### src/rtl/wfs_pkg.sv
// Package for the wall-follow steering block: wall class and event codes,
// register indexes and the 16-bit saturation helper. No dependencies.
package wfs_pkg;

    localparam int LevelWidth  = 12;
    localparam int RefWidth    = 16;
    localparam int GainWidth   = 16;
    localparam int CfgIdxWidth = 3;
    localparam int CfgDataWidth = 16;
    localparam int InDataWidth  = 64;
    localparam int OutDataWidth = 56;

    typedef logic [LevelWidth-1:0]      level_t;
    typedef logic signed [RefWidth-1:0] ref_t;
    typedef logic [1:0]                 code_t;

    localparam code_t ClassBoth  = 2'd0;
    localparam code_t ClassRight = 2'd1;
    localparam code_t ClassLeft  = 2'd2;
    localparam code_t ClassNone  = 2'd3;

    localparam code_t EvNone = 2'd0;
    localparam code_t EvIn   = 2'd1;
    localparam code_t EvOut  = 2'd2;

    localparam logic [CfgIdxWidth-1:0] RegRightKeep  = 3'd0;
    localparam logic [CfgIdxWidth-1:0] RegRightEnter = 3'd1;
    localparam logic [CfgIdxWidth-1:0] RegLeftKeep   = 3'd2;
    localparam logic [CfgIdxWidth-1:0] RegLeftEnter  = 3'd3;
    localparam logic [CfgIdxWidth-1:0] RegRightIdeal = 3'd4;
    localparam logic [CfgIdxWidth-1:0] RegLeftIdeal  = 3'd5;
    localparam logic [CfgIdxWidth-1:0] RegBalance    = 3'd6;
    localparam logic [CfgIdxWidth-1:0] RegGain       = 3'd7;

    localparam logic signed [LevelWidth-1:0] BalanceReset = 12'sd90;
    localparam logic [GainWidth-1:0]         GainReset    = 16'd256;

    function automatic ref_t sat16(input logic signed [31:0] v);
        ref_t r;
        if (v > 32'sd32767)
            r = 16'sh7fff;
        else if (v < -32'sd32768)
            r = 16'sh8000;
        else
            r = v[15:0];
        return r;
    endfunction

    function automatic code_t classify(input logic r, input logic l);
        code_t c;
        if (r && l)
            c = ClassBoth;
        else if (r)
            c = ClassRight;
        else if (l)
            c = ClassLeft;
        else
            c = ClassNone;
        return c;
    endfunction

endpackage

### src/rtl/wall_follow_steering_top.sv
// Top level of the wall-follow steering block: wall tracking with hysteresis,
// wall classification and steering correction with a Q8.8 gain. Depends on wfs_pkg.
//
// Usage: one request on the s_axis channel is one control tick; it yields
// exactly one request on the m_axis channel carrying both wheel targets, the
// steering correction, the wall class and the position event.
// The configuration port writes one register per cycle while cfg_we is high;
// it should only be written while no tick is in flight.
// The result passes an input register, a register after the gain multiplier and
// the result register before it appears on m_axis. One tick is accepted every
// cycle while the receiver does not stall; the wall flags are updated as a tick
// leaves the input register, so consecutive ticks see each other's flags.
// When the receiver stalls, the whole pipeline holds and s_axis_tready falls
// only while the result register is full and not being taken.
// Reset clears the pipeline, sets both wall flags to present, the balance
// offset to 90, the gain to 1.0 and the other registers to zero.
module wall_follow_steering_top
    import wfs_pkg::*;
(
    input  logic                    clk,
    input  logic                    rst_n,
    input  logic                    cfg_we,
    input  logic [CfgIdxWidth-1:0]  cfg_index,
    input  logic [CfgDataWidth-1:0] cfg_data,
    input  logic                    s_axis_tvalid,
    output logic                    s_axis_tready,
    // right_level, left_level, right_diag_wall, left_diag_wall, forward_ref,
    // turn_ref, stopped, zero padding
    input  logic [InDataWidth-1:0]  s_axis_tdata,
    output logic                    m_axis_tvalid,
    input  logic                    m_axis_tready,
    // left_target, right_target, correction, wall_class, position_event,
    // zero padding
    output logic [OutDataWidth-1:0] m_axis_tdata
);

    level_t                   right_keep_reg, right_enter_reg;
    level_t                   left_keep_reg, left_enter_reg;
    level_t                   right_ideal_reg, left_ideal_reg;
    logic signed [LevelWidth-1:0] balance_reg;
    logic [GainWidth-1:0]     gain_reg;

    logic right_wall_reg, left_wall_reg;
    logic right_wall_next, left_wall_next;

    logic                   s1_valid_reg;
    level_t                 s1_rl_reg, s1_ll_reg;
    logic                   s1_rdiag_reg, s1_ldiag_reg, s1_stop_reg;
    ref_t                   s1_fwd_reg, s1_turn_reg;

    logic                   s2_valid_reg;
    logic signed [30:0]     s2_prod_reg;
    ref_t                   s2_fwd_reg, s2_turn_reg;
    code_t                  s2_class_reg, s2_event_reg;

    logic                   out_valid_reg;
    ref_t                   out_left_reg, out_right_reg, out_corr_reg;
    code_t                  out_class_reg, out_event_reg;

    logic                   advance;
    logic                   active;
    logic                   nr, nl;
    logic                   r_change, l_change;
    code_t                  old_class, class_next, trig, event_next;
    logic signed [13:0]     err;
    logic signed [16:0]     gain_s;
    logic signed [30:0]     prod;
    logic signed [22:0]     prod_shift;
    ref_t                   corr;
    logic signed [17:0]     left_sum, right_sum;

    assign advance       = !out_valid_reg || m_axis_tready;
    assign s_axis_tready = advance;

    // Configuration registers.
    always_ff @(posedge clk or negedge rst_n)
    begin
        if (!rst_n)
        begin
            right_keep_reg  <= '0;
            right_enter_reg <= '0;
            left_keep_reg   <= '0;
            left_enter_reg  <= '0;
            right_ideal_reg <= '0;
            left_ideal_reg  <= '0;
            balance_reg     <= BalanceReset;
            gain_reg        <= GainReset;
        end
        else if (cfg_we)
        begin
            unique case (cfg_index)
                RegRightKeep:  right_keep_reg  <= cfg_data[LevelWidth-1:0];
                RegRightEnter: right_enter_reg <= cfg_data[LevelWidth-1:0];
                RegLeftKeep:   left_keep_reg   <= cfg_data[LevelWidth-1:0];
                RegLeftEnter:  left_enter_reg  <= cfg_data[LevelWidth-1:0];
                RegRightIdeal: right_ideal_reg <= cfg_data[LevelWidth-1:0];
                RegLeftIdeal:  left_ideal_reg  <= cfg_data[LevelWidth-1:0];
                RegBalance:    balance_reg     <= $signed(cfg_data[LevelWidth-1:0]);
                RegGain:       gain_reg        <= cfg_data[GainWidth-1:0];
                default:       ;
            endcase
        end
    end

    // Stage one: wall tracking, class, error and gain product.
    always_comb
    begin
        active    = !s1_stop_reg && (s1_fwd_reg > 16'sd0);
        old_class = classify(right_wall_reg, left_wall_reg);
        nr = s1_rl_reg > (right_wall_reg ? right_keep_reg : right_enter_reg);
        nl = s1_ll_reg > (left_wall_reg ? left_keep_reg : left_enter_reg);
        r_change = active && (nr != right_wall_reg) && (s1_rdiag_reg == nr);
        l_change = active && (nl != left_wall_reg) && (s1_ldiag_reg == nl);
        right_wall_next = r_change ? nr : right_wall_reg;
        left_wall_next  = l_change ? nl : left_wall_reg;
        trig = EvNone;
        if (r_change)
            trig = nr ? EvIn : EvOut;
        if (l_change)
            trig = nl ? EvIn : EvOut;
        class_next = classify(right_wall_next, left_wall_next);
        event_next = (class_next != old_class) ? trig : EvNone;
        err = '0;
        if (active)
        begin
            case (class_next)
                ClassBoth:  err = $signed({2'b00, s1_ll_reg}) - $signed({2'b00, s1_rl_reg})
                                  + 14'(balance_reg);
                ClassRight: err = $signed({2'b00, right_ideal_reg})
                                  - $signed({2'b00, s1_rl_reg});
                ClassLeft:  err = $signed({2'b00, s1_ll_reg})
                                  - $signed({2'b00, left_ideal_reg});
                default:    err = '0;
            endcase
        end
    end

    assign gain_s = $signed({1'b0, gain_reg});
    assign prod   = err * gain_s;

    // Stage two: floor shift, saturation and wheel targets.
    assign prod_shift = s2_prod_reg[30:8];
    assign corr       = sat16(32'(prod_shift));
    assign left_sum   = 18'(s2_fwd_reg) + 18'(corr) + 18'(s2_turn_reg);
    assign right_sum  = 18'(s2_fwd_reg) - 18'(corr) - 18'(s2_turn_reg);

    always_ff @(posedge clk or negedge rst_n)
    begin
        if (!rst_n)
        begin
            s1_valid_reg   <= 1'b0;
            s2_valid_reg   <= 1'b0;
            out_valid_reg  <= 1'b0;
            right_wall_reg <= 1'b1;
            left_wall_reg  <= 1'b1;
        end
        else if (advance)
        begin
            s1_valid_reg  <= s_axis_tvalid;
            s2_valid_reg  <= s1_valid_reg;
            out_valid_reg <= s2_valid_reg;
            if (s1_valid_reg)
            begin
                right_wall_reg <= right_wall_next;
                left_wall_reg  <= left_wall_next;
            end
        end
    end

    always_ff @(posedge clk)
    begin
        if (advance)
        begin
            s1_rl_reg    <= s_axis_tdata[11:0];
            s1_ll_reg    <= s_axis_tdata[23:12];
            s1_rdiag_reg <= s_axis_tdata[24];
            s1_ldiag_reg <= s_axis_tdata[25];
            s1_fwd_reg   <= s_axis_tdata[41:26];
            s1_turn_reg  <= s_axis_tdata[57:42];
            s1_stop_reg  <= s_axis_tdata[58];

            s2_prod_reg  <= prod;
            s2_fwd_reg   <= s1_fwd_reg;
            s2_turn_reg  <= s1_turn_reg;
            s2_class_reg <= class_next;
            s2_event_reg <= event_next;

            out_left_reg  <= sat16(32'(left_sum));
            out_right_reg <= sat16(32'(right_sum));
            out_corr_reg  <= corr;
            out_class_reg <= s2_class_reg;
            out_event_reg <= s2_event_reg;
        end
    end

    assign m_axis_tvalid = out_valid_reg;
    assign m_axis_tdata  = {4'b0000, out_event_reg, out_class_reg, out_corr_reg,
                            out_right_reg, out_left_reg};

    // An entering event leaves at least one wall; a leaving event cannot leave both.
    a_event_in_class: assert property (@(posedge clk) disable iff (!rst_n)
        out_valid_reg && (out_event_reg == EvIn) |-> (out_class_reg != ClassNone))
        else $error("wall entered but no wall reported");
    a_event_out_class: assert property (@(posedge clk) disable iff (!rst_n)
        out_valid_reg && (out_event_reg == EvOut) |-> (out_class_reg != ClassBoth))
        else $error("wall left but both walls reported");
    a_none_no_corr: assert property (@(posedge clk) disable iff (!rst_n)
        out_valid_reg && (out_class_reg == ClassNone) |-> (out_corr_reg == 16'sd0))
        else $error("correction without a wall");
    a_flags_hold: assert property (@(posedge clk) disable iff (!rst_n)
        !(advance && s1_valid_reg) |=> $stable(right_wall_reg) && $stable(left_wall_reg))
        else $error("wall flags changed without a tick");
    a_flags_event: assert property (@(posedge clk) disable iff (!rst_n)
        advance && s1_valid_reg && (event_next != EvNone) |=>
            (right_wall_reg != $past(right_wall_reg)) || (left_wall_reg != $past(left_wall_reg)))
        else $error("event without a flag change");

endmodule

### config.mk
export PLATFORM = sky130hd
export DESIGN_NAME = wall_follow_steering_top
export DESIGN_NICKNAME = d
export VERILOG_FILES = /design/src/rtl/wfs_pkg.sv /design/src/rtl/wall_follow_steering_top.sv
export SDC_FILE = /design/constraint.sdc
export NUM_CORES = 1
export LEC_CHECK = 0
export ABC_CLOCK_PERIOD_IN_PS = 10650
export BUFFER_PORTS_ARGS = -buffer_cell sky130_fd_sc_hd__buf_2
export CORE_MARGIN = 10
export CORE_UTILIZATION = 23
export CTS_BUF_LIST = sky130_fd_sc_hd__clkbuf_16
export DETAILED_ROUTE_END_ITERATION = 6
export PLACE_DENSITY = 0.44
export SLEW_MARGIN = 0
export SYNTH_ARGS = -nofsm -noshare
export SYNTH_HDL_FRONTEND = slang
export SYNTH_SLANG_ARGS = --single-unit
export TNS_END_PERCENT = 1
### constraint.sdc
create_clock -name clk -period 10.65 [get_ports clk]
set_input_delay 0.5325 -clock clk [delete_from_list [all_inputs] [get_ports clk]]
set_output_delay 0.5325 -clock clk [all_outputs]
set_load 0.1 [all_outputs]
==> results.yml, run 1 <==
detailed_routing:
  vias: 15090
  drtIter0Drc: 712
  viasPerCell: 4.225
  drc: 0
  first_pass_iters: 5
  wl_um: 57440
  post_drt_wl_per_cell_um: 16.08
  ant_nets: 0
finish:
  area_growth_pct: 14.87
  antenna_cells: 0
  fin_area_um2: 26090
  nets: 2771
  final_layout_size_suffix_gt1_frac: 0.1549
  largest_register_ffs: 23
  fill_cells: 10410
cts:
  clock_path_buffers: 3
  numCtsBuffers: 31
  cts_tree: "yes"
  path_clk_slew_ns: 0.07
  clock-root-buffer: "clkbuf_16"
  cts-htree-levels: 1
  clock_latency_ns: 0.58
  cts.sinks: 275
  cts_setup_buffers: 0
critical_path:
  critPathTopFamily: "adder cells"
  max_stage_delay_ns: 0.58
  worst-path-stages: 39
  startpoint: "s1_rl_reg[1]$_DFFE_PN_"
  r2r_slack_ns: 0.65
  start_kind: "register"
  critPathCapture: "s2_prod_reg[30]$_DFFE_PN_"
  slowest_stage: "fa_1"
  cp.required_ns: 10.96
  r2r-end: "s2_prod_reg[30]$_DFFE_PN_"
  path_common_cell: "fa_1"
  cp.arrival_ns: 10.31
  crit_path_end_kind: "register"
  r2r-start: "s1_rl_reg[1]$_DFFE_PN_"
  critical_path_class: "register to register"
  reg2regPathDepth: 39
  critPathBufInv: 4
  worstPathMaxFanout: 16
die:
  ios: 146
  dieArea_um2: 111700
  core_area_um2: 98130
  die-height_um: 334.3
  core.rowCount: 115
  start_util: 0.2315
  dieWidth_um: 334.3
power:
  p_int_mw: 4.218
  p_clk_frac: 0.128
  p_switching_mw: 4.063
  peakVddDrop_mv: 0.1247
  p_sw_frac: 0.4906
  total_leakage_power_nw: 12.40
  seqPwrFrac: 0.221
  combPwrFrac: 0.650
  p_per_area_nw_per_um2: 317.4
yosys:
  syn-cell-area_um2: 22710
  synth_top_area_cell: "edfxtp_1"
  yosys.area_share.simple: 0.1072
  yosysSeqAreaShare: 0.3408
  ys_warn_count: 0
  synthDistinctLibCells: 76
  yosys-top-cells-area: "edfxtp_1 (22%), fa_1 (18%), ha_1 (12%)"
  synth_top_area_frac: 0.2247
  synth_edf_count: 170
  synth-xor-area-share: 0.02699
  ys_ff_latch: 275
  syn_avg_cell_area_um2: 10.70
  synth_top_family_by_area: "adder cells"
  synthAdderAreaFrac: 0.2981
  async_flop_share: 0.3818
  synth-main-ff-cell: "edfxtp_1"
  synthMuxAreaShare: 0.06120
  synth_compound_area_frac: 0.09045
  syn_inst: 2123
place:
  placed_cell_area_um2: 25070
  dp_slack_ns: 0.3463
  place.port_buffers: 136
  post-dp-hpwl_um: 46560
  place_congestion: 0.7885
hold_path:
  worstHoldPathCells: 1
  min_from: "s_axis_tdata[24]"
  hp-class: "input port to register"
timing:
  setup_tns_ns: 0
  finalClockSkew_ns: 0.01410
  hold_viol: 0
  drv_slew: 0
  fin_crit_ns: 9.999
  hold_ws_ns: 0.1221
  setup-violations-final: 0
  relSlewSlack: 0.2927
  rsz0062_at_grt: "yes"
  fin_ws_ns: 0.6510
  fmax_mhz: 100.0
  worst_slew_pin_slew_ns: 1.056
  min_period_over_period: 0.9389
grt:
  antenna_found_initial: 0
  grt_max_degree: 74
  grt_pass1_wl_um: 92490
  grt_overflow_total: 0
  first_global_vias: 16810
  grt_usage: 0.1026
job:
  maxCapViolCount: 0
run_status:
  outcome: "finished clean"
## cell families (layout without fill, tap and decap cells)
kind of cell             count (synthesis)  after routing
AND/OR/NAND/NOR                        474            474
buffers and inverters                  448            607
adder cells (fa/ha/maj)                420            420
AO/OA/AOI/OAI                          309            309
flip-flops                             275            275
multiplexers                           126            126
XOR/XNOR                                70             70
other                                    1              4
## cell usage in the layout (no fill, tap or decap), drive strengths merged, types with 79 or more instances in the layout
| cell type | Yosys | routed |
|---|---|---|
| buf | 12 | 175 |
| dfrtp | 98 | 98 |
| edfxtp | 170 | 170 |
| fa | 202 | 202 |
| ha | 218 | 218 |
| inv | 376 | 382 |
| mux2 | 103 | 103 |
| nand2 | 121 | 121 |
| nor2 | 79 | 79 |
## repair_timing
action,in CTS,in global routing
setup endpoints to repair,0,10
hold buffers,1,0
resized for setup,0,6
endpoints found under the hold margin,26,0
## layout make-up
type	instances	area, um2	area share
clock buffers	31	775.7	0.02973
clock inverters	24	224.0	0.008584
inverters	376	1411	0.05409
multi-input cells	1403	13340	0.5114
flip-flops and latches	275	7741	0.2967
well taps	1287	1610	0.06172
repair buffers	176	985.9	0.03779
## metrics by stage
| step | util | total power [mW] | cells |
|---|---|---|---|
| after floorplan | - | 5.919 | 2126 |
| after global placement | 0.2555 | 7.228 | 3516 |
| after detailed placement | 0.2555 | 7.302 | 3516 |
| after global routing | 0.2659 | 9.160 | 3572 |
| final | 0.2659 | 8.281 | 3572 |
| after CTS | 0.2658 | 8.433 | 3572 |
## synth_stat cells (4+ instances only)
cell / count
a211o_1: 5
a211oi_1: 8
a21boi_0: 14
a21o_1: 42
a21oi_1: 70
a22oi_1: 7
a31oi_1: 8
and2_1: 74
and3_1: 57
buf_1: 6
buf_4: 4
clkbuf_1: 60
dfrtp_1: 98
dfstp_2: 7
edfxtp_1: 170
fa_1: 202
ha_1: 218
inv_1: 376
mux2_2: 103
mux2i_1: 23
nand2_1: 121
nand2b_1: 19
nand3_1: 45
nand4_1: 11
nand4b_1: 4
nor2_1: 79
nor2b_1: 17
nor3_1: 18
nor3b_1: 5
o211ai_1: 7
o21a_1: 32
o21ai_0: 69
o21ai_1: 5
o21bai_1: 6
o31ai_1: 4
or3_1: 8
xnor2_1: 43
xor2_1: 27
## worst min path at each step
| stage | end |
|---|---|
| after detailed placement | out_class_reg[1]$_DFFE_PN_ |
| after CTS | s1_rdiag_reg$_DFFE_PN_ |
| final | s1_rdiag_reg$_DFFE_PN_ |
| after global routing | s1_rdiag_reg$_DFFE_PN_ |
| after global placement | s2_turn_reg[12]$_DFFE_PN_ |
| after floorplan | balance_reg[0]$_DFFE_PN0P_ |
## power groups by stage
stage	Combinational, mW	Clock (mW)	Sequential, mW
after floorplan	3.51	0	2.41
after detailed placement	5.44	0	1.86
after global placement	5.37	0	1.86
after global routing	6.14	1.15	1.88
after CTS	5.48	1.11	1.84
final	5.39	1.06	1.83
## routing by layer
metal  up-vias  global-route usage  share of wire
li1       7358                   -              -
met1      7451              0.1283           0.46
met2       226              0.1855           0.50
met3        58             0.01579          0.032
met4         0             0.01834          0.016
met5         -                   0              0
Note: power is estimated with default switching activity, not from simulation.
==> run 2, diff against run 1 <==
Settings changed: CELL_PAD_IN_SITES_DETAIL_PLACEMENT set to 0, CELL_PAD_IN_SITES_GLOBAL_PLACEMENT set to 1, PLACE_DENSITY 0.44 to 0.51.
==> results.yml, run 2 (same netlist as run 1, synthesis figures left out) <==
run_status:
  outcome: "finished clean"
timing:
  rsz0062_at_grt: "no"
  fmax_mhz: 100.4
  setup_tns_ns: 0
  drv_slew: 0
  min_period_over_period: 0.9349
  finalClockSkew_ns: 0.01934
  hold_viol: 0
  relSlewSlack: 0.2393
  worst_slew_pin_slew_ns: 1.136
  fin_crit_ns: 9.957
  setup-violations-final: 0
cts:
  path_clk_slew_ns: 0.06
  clock-root-buffer: "clkbuf_16"
  cts_tree: "yes"
  cts.sinks: 275
  clock_path_buffers: 3
  cts-htree-levels: 2
  numCtsBuffers: 35
  clock_latency_ns: 0.55
finish:
  final_cell_mix: "inv_1 (377), ha_1 (218), fa_1 (202), edfxtp_1 (170), buf_2 (135)"
  area_growth_pct: 16.23
  final_core_util: 0.2690
  mostFrequentLayoutCell: "inv_1"
  antenna_cells: 0
  final_layout_size_suffix_gt1_frac: 0.1621
  largest_register_ffs: 23
  nets: 2784
power:
  p_switching_mw: 4.126
  seqPwrFrac: 0.214
  p_int_mw: 4.430
  p_per_area_nw_per_um2: 324.1
  total_leakage_power_nw: 12.55
  p_sw_frac: 0.4822
  peakVddDrop_mv: 0.1361
  total_power_mw: 8.556
  p_clk_frac: 0.152
  combPwrFrac: 0.634
grt:
  grt_pass1_wl_um: 94230
  first_global_vias: 16840
  grt_overflow_total: 0
  grt_max_degree: 73
  grt_usage: 0.1057
  antenna_found_initial: 2
critical_path:
  reg2regPathDepth: 39
  r2r-end: "s2_prod_reg[30]$_DFFE_PN_"
  slowest_stage: "fa_1"
  max_stage_delay_ns: 0.56
  r2r_slack_ns: 0.69
  start_kind: "register"
  cp.required_ns: 10.94
  worstPathMaxFanout: 16
  cp.arrival_ns: 10.24
  r2r-start: "s1_rl_reg[1]$_DFFE_PN_"
  critical_path_class: "register to register"
  startpoint: "s1_rl_reg[1]$_DFFE_PN_"
  path_common_cell: "fa_1"
  crit_path_end_kind: "register"
detailed_routing:
  ant_nets: 0
  viasPerCell: 4.222
  drtIter0Drc: 551
  first_pass_iters: 4
  drc: 0
  vias: 15150
  post_drt_wl_per_cell_um: 16.28
  wl_um: 58430
die:
  dieArea_um2: 111700
  start_util: 0.2315
  core.rowCount: 115
  dieWidth_um: 334.3
  die-height_um: 334.3
  core_area_um2: 98130
  ios: 146
place:
  post-dp-hpwl_um: 47040
  place.port_buffers: 136
  place_congestion: 0.7625
hold_path:
  min_to: "s1_rl_reg[3]$_DFFE_PN_"
  worstHoldPathCells: 1
  hp-class: "input port to register"
  min_from: "s_axis_tdata[3]"
job:
  maxCapViolCount: 0
[run 2: metrics by stage]
step	std cells	hold WS, ns	setup WS [ns]	area, um2
finish	3588	0.1571	0.6930	26400
global route	3588	0.1202	0.05723	26400
CTS	3588	0.1135	0.3302	26400
detailed placement	3525	0.4055	0.3327	25140
global placement	3525	0.4071	0.3547	25140
floorplan	2126	0.2369	1.214	22730
[run 2: worst max-delay path, delay by kind of cell, from the launching register on]
kind	cells	cell delay (ns)
flip-flops	1	0.48
adder cells (fa/ha/maj)	9	4.03
AO/OA/AOI/OAI	14	2.51
XOR/XNOR	2	0.32
buffers and inverters	4	0.56
AND/OR/NAND/NOR	10	1.80
[run 2: power groups by stage]
| stage | Clock [mW] | Sequential (mW) | Combinational, mW |
|---|---|---|---|
| after floorplan | 0 | 2.41 | 3.51 |
| final | 1.30 | 1.83 | 5.43 |
| after global routing | 1.39 | 1.87 | 6.17 |
| after CTS | 1.35 | 1.85 | 5.53 |
| after global placement | 0 | 1.86 | 5.47 |
| after detailed placement | 0 | 1.86 | 5.49 |
[run 2: worst max-delay path by stage]
stage                                     end  depth (start not counted)
floorplan           s2_prod_reg[30]$_DFFE_PN_                         36
global placement    s2_prod_reg[22]$_DFFE_PN_                         36
detailed placement  s2_prod_reg[22]$_DFFE_PN_                         39
CTS                 s2_prod_reg[22]$_DFFE_PN_                         39
global route        s2_prod_reg[22]$_DFFE_PN_                         39
finish              s2_prod_reg[30]$_DFFE_PN_                         39
[run 2: final cells by class]
| type | count | area, um2 |
|---|---|---|
| fillers | 10440 | 71730 |
| multi-input cells | 1403 | 13340 |
| flip-flops and latches | 275 | 7741 |
| well taps | 1287 | 1610 |
| inverters | 376 | 1411 |
| repair buffers | 185 | 1054 |
| clock buffers | 37 | 925.9 |
| clock inverters | 25 | 321.6 |
[run 2: routing by layer]
layer | share of wire | GRT usage | vias up
li1 | - | - | 7388
met1 | 0.46 | 0.1358 | 7477
met2 | 0.48 | 0.1831 | 220
met3 | 0.037 | 0.01845 | 63
met4 | 0.018 | 0.02300 | 0
met5 | 0 | 0 | -
[run 2: what timing repair did]
| item | 4_1_cts | 5_1_grt |
|---|---|---|
| hold buffers | 1 | 0 |
| hold endpoints to repair | 7 | 0 |
| setup endpoints to repair | 0 | 12 |
| setup buffers | 0 | 0 |
| gates resized for setup | 0 | 4 |
==> run 3, diff against run 2 <==
==> constraint.sdc (replaced) <==
create_clock -name clk -period 10.65 [get_ports clk]
set_input_delay 1.065 -clock clk [delete_from_list [all_inputs] [get_ports clk]]
set_output_delay 1.065 -clock clk [all_outputs]
set_load 0.1 [all_outputs]
==> results.yml, run 3 (same netlist as run 1, synthesis figures left out) <==
run_status:
  outcome: "finished clean"
critical_path:
  crit_path_end_kind: "register"
  worstPathMaxFanout: 16
  r2r-end: "s2_prod_reg[30]$_DFFE_PN_"
  cp.required_ns: 10.94
  reg2regPathDepth: 36
  r2r-start: "s1_rl_reg[0]$_DFFE_PN_"
  start_kind: "register"
  r2r_slack_ns: 0.78
  max_stage_delay_ns: 0.57
  critical_path_class: "register to register"
  slowest_stage: "fa_1"
  path_common_cell: "fa_1"
  cp.arrival_ns: 10.15
grt:
  met2_usage: 0.1836
  grt_pass1_wl_um: 94740
  busiest_layer: "met2"
  antenna_found_initial: 0
  first_global_vias: 17060
  use_met1: 0.1353
  use_met3: 0.02140
  grt_usage: 0.1058
  grt_overflow_total: 0
  grt_max_degree: 65
timing:
  relSlewSlack: 0.1822
  min_period_over_period: 0.9264
  drv_slew: 0
  hold_ws_ns: 0.4173
  rsz0062_at_grt: "no"
  finalClockSkew_ns: 0.02399
  hold_viol: 0
  setup_tns_ns: 0
  fin_crit_ns: 9.866
  fin_ws_ns: 0.7841
  worst_slew_pin_slew_ns: 1.221
  fmax_mhz: 101.4
  setup-violations-final: 0
detailed_routing:
  drc: 0
  viasPerCell: 4.224
  wl_um: 58810
  first_pass_iters: 5
  vias: 15160
  drtIter0Drc: 578
  post_drt_wl_per_cell_um: 16.39
  ant_nets: 0
cts:
  clock_path_buffers: 3
  clock-root-buffer: "clkbuf_16"
  clock_latency_ns: 0.56
  numCtsBuffers: 35
  path_clk_slew_ns: 0.06
  cts.sinks: 275
  cts_setup_buffers: 0
  cts_tree: "yes"
  cts-htree-levels: 2
finish:
  fill_cells: 10420
  final_layout_size_suffix_gt1_frac: 0.1586
  largest_register_ffs: 23
  area_growth_pct: 15.83
  antenna_cells: 0
  final_cell_mix: "inv_1 (384), ha_1 (218), fa_1 (202), edfxtp_1 (170), buf_2 (135)"
  mostFrequentLayoutCell: "inv_1"
  final_core_util: 0.2681
  nets: 2782
die:
  dieArea_um2: 111700
  dieWidth_um: 334.3
  die-height_um: 334.3
  start_util: 0.2315
  core.rowCount: 115
  ios: 146
  core_area_um2: 98130
power:
  total_leakage_power_nw: 12.52
  p_per_area_nw_per_um2: 323.7
  peakVddDrop_mv: 0.1348
hold_path:
  min_from: "s1_turn_reg[9]$_DFFE_PN_"
  min_to: "s2_turn_reg[9]$_DFFE_PN_"
  worstHoldPathCells: 0
  hp-class: "register to register"
job:
  maxCapViolCount: 0
place:
  post-dp-hpwl_um: 47170
  place.port_buffers: 136
  place_congestion: 0.7561
  dp_slack_ns: 0.3026
## run 3: layout make-up
cell class | count | area [um2] | area share
Clock inverter | 28 | 272.8 | 0.01037
Timing Repair Buffer | 183 | 1036 | 0.03938
Inverter | 376 | 1411 | 0.05365
Tap cell | 1287 | 1610 | 0.06121
Clock buffer | 36 | 900.9 | 0.03424
Multi-Input combinational cell | 1403 | 13340 | 0.5069
Sequential cell | 275 | 7741 | 0.2942
## run 3: per-stage QoR
| step | area, um2 | power [mW] | instances |
|---|---|---|---|
| after global routing | 26310 | 9.370 | 3588 |
| after floorplan | 22730 | 5.919 | 2126 |
| after CTS | 26300 | 8.683 | 3588 |
| after detailed placement | 25130 | 7.368 | 3524 |
| final | 26310 | 8.516 | 3588 |
| after global placement | 25130 | 7.326 | 3524 |
## run 3: power breakdown
| part | internal (mW) | total [mW] | switching (mW) |
|---|---|---|---|
| Clock | 0.737 | 1.23 | 0.497 |
| Combinational | 2.02 | 5.45 | 3.43 |
| Sequential | 1.61 | 1.83 | 0.220 |
## run 3: worst max path at each step
stage	startpoint	to	cells past startpoint	slack (ns)
final	s1_rl_reg[0]$_DFFE_PN_	s2_prod_reg[30]$_DFFE_PN_	36	0.78
after global routing	s1_rl_reg[1]$_DFFE_PN_	s2_prod_reg[30]$_DFFE_PN_	38	0.009
after CTS	s1_rl_reg[0]$_DFFE_PN_	s2_prod_reg[22]$_DFFE_PN_	36	0.31
after detailed placement	s1_rl_reg[0]$_DFFE_PN_	s2_prod_reg[22]$_DFFE_PN_	36	0.30
after global placement	s1_rl_reg[0]$_DFFE_PN_	s2_prod_reg[22]$_DFFE_PN_	36	0.34
after floorplan	right_wall_reg$_DFFE_PN1P_	s2_prod_reg[30]$_DFFE_PN_	36	1.21
## run 3: routing by layer
metal	up-vias	wire, um
met1	7489	27420
li1	7384	-
met5	-	0
met3	61	2215
met2	221	28280
met4	0	894
## run 3: worst max-delay path: cells and delay by family, from the launching register on
kind / cells / cell delay, ns
XOR/XNOR: 1 / 0.16
adder cells (fa/ha/maj): 10 / 4.55
AO/OA/AOI/OAI: 16 / 2.91
AND/OR/NAND/NOR: 5 / 1.07
buffers and inverters: 4 / 0.45
flip-flops: 1 / 0.46
## run 3: what timing repair did
item | CTS | global route
hold buffers | 0 | 0
setup endpoints to repair | 0 | 12
resized for setup | 0 | 4
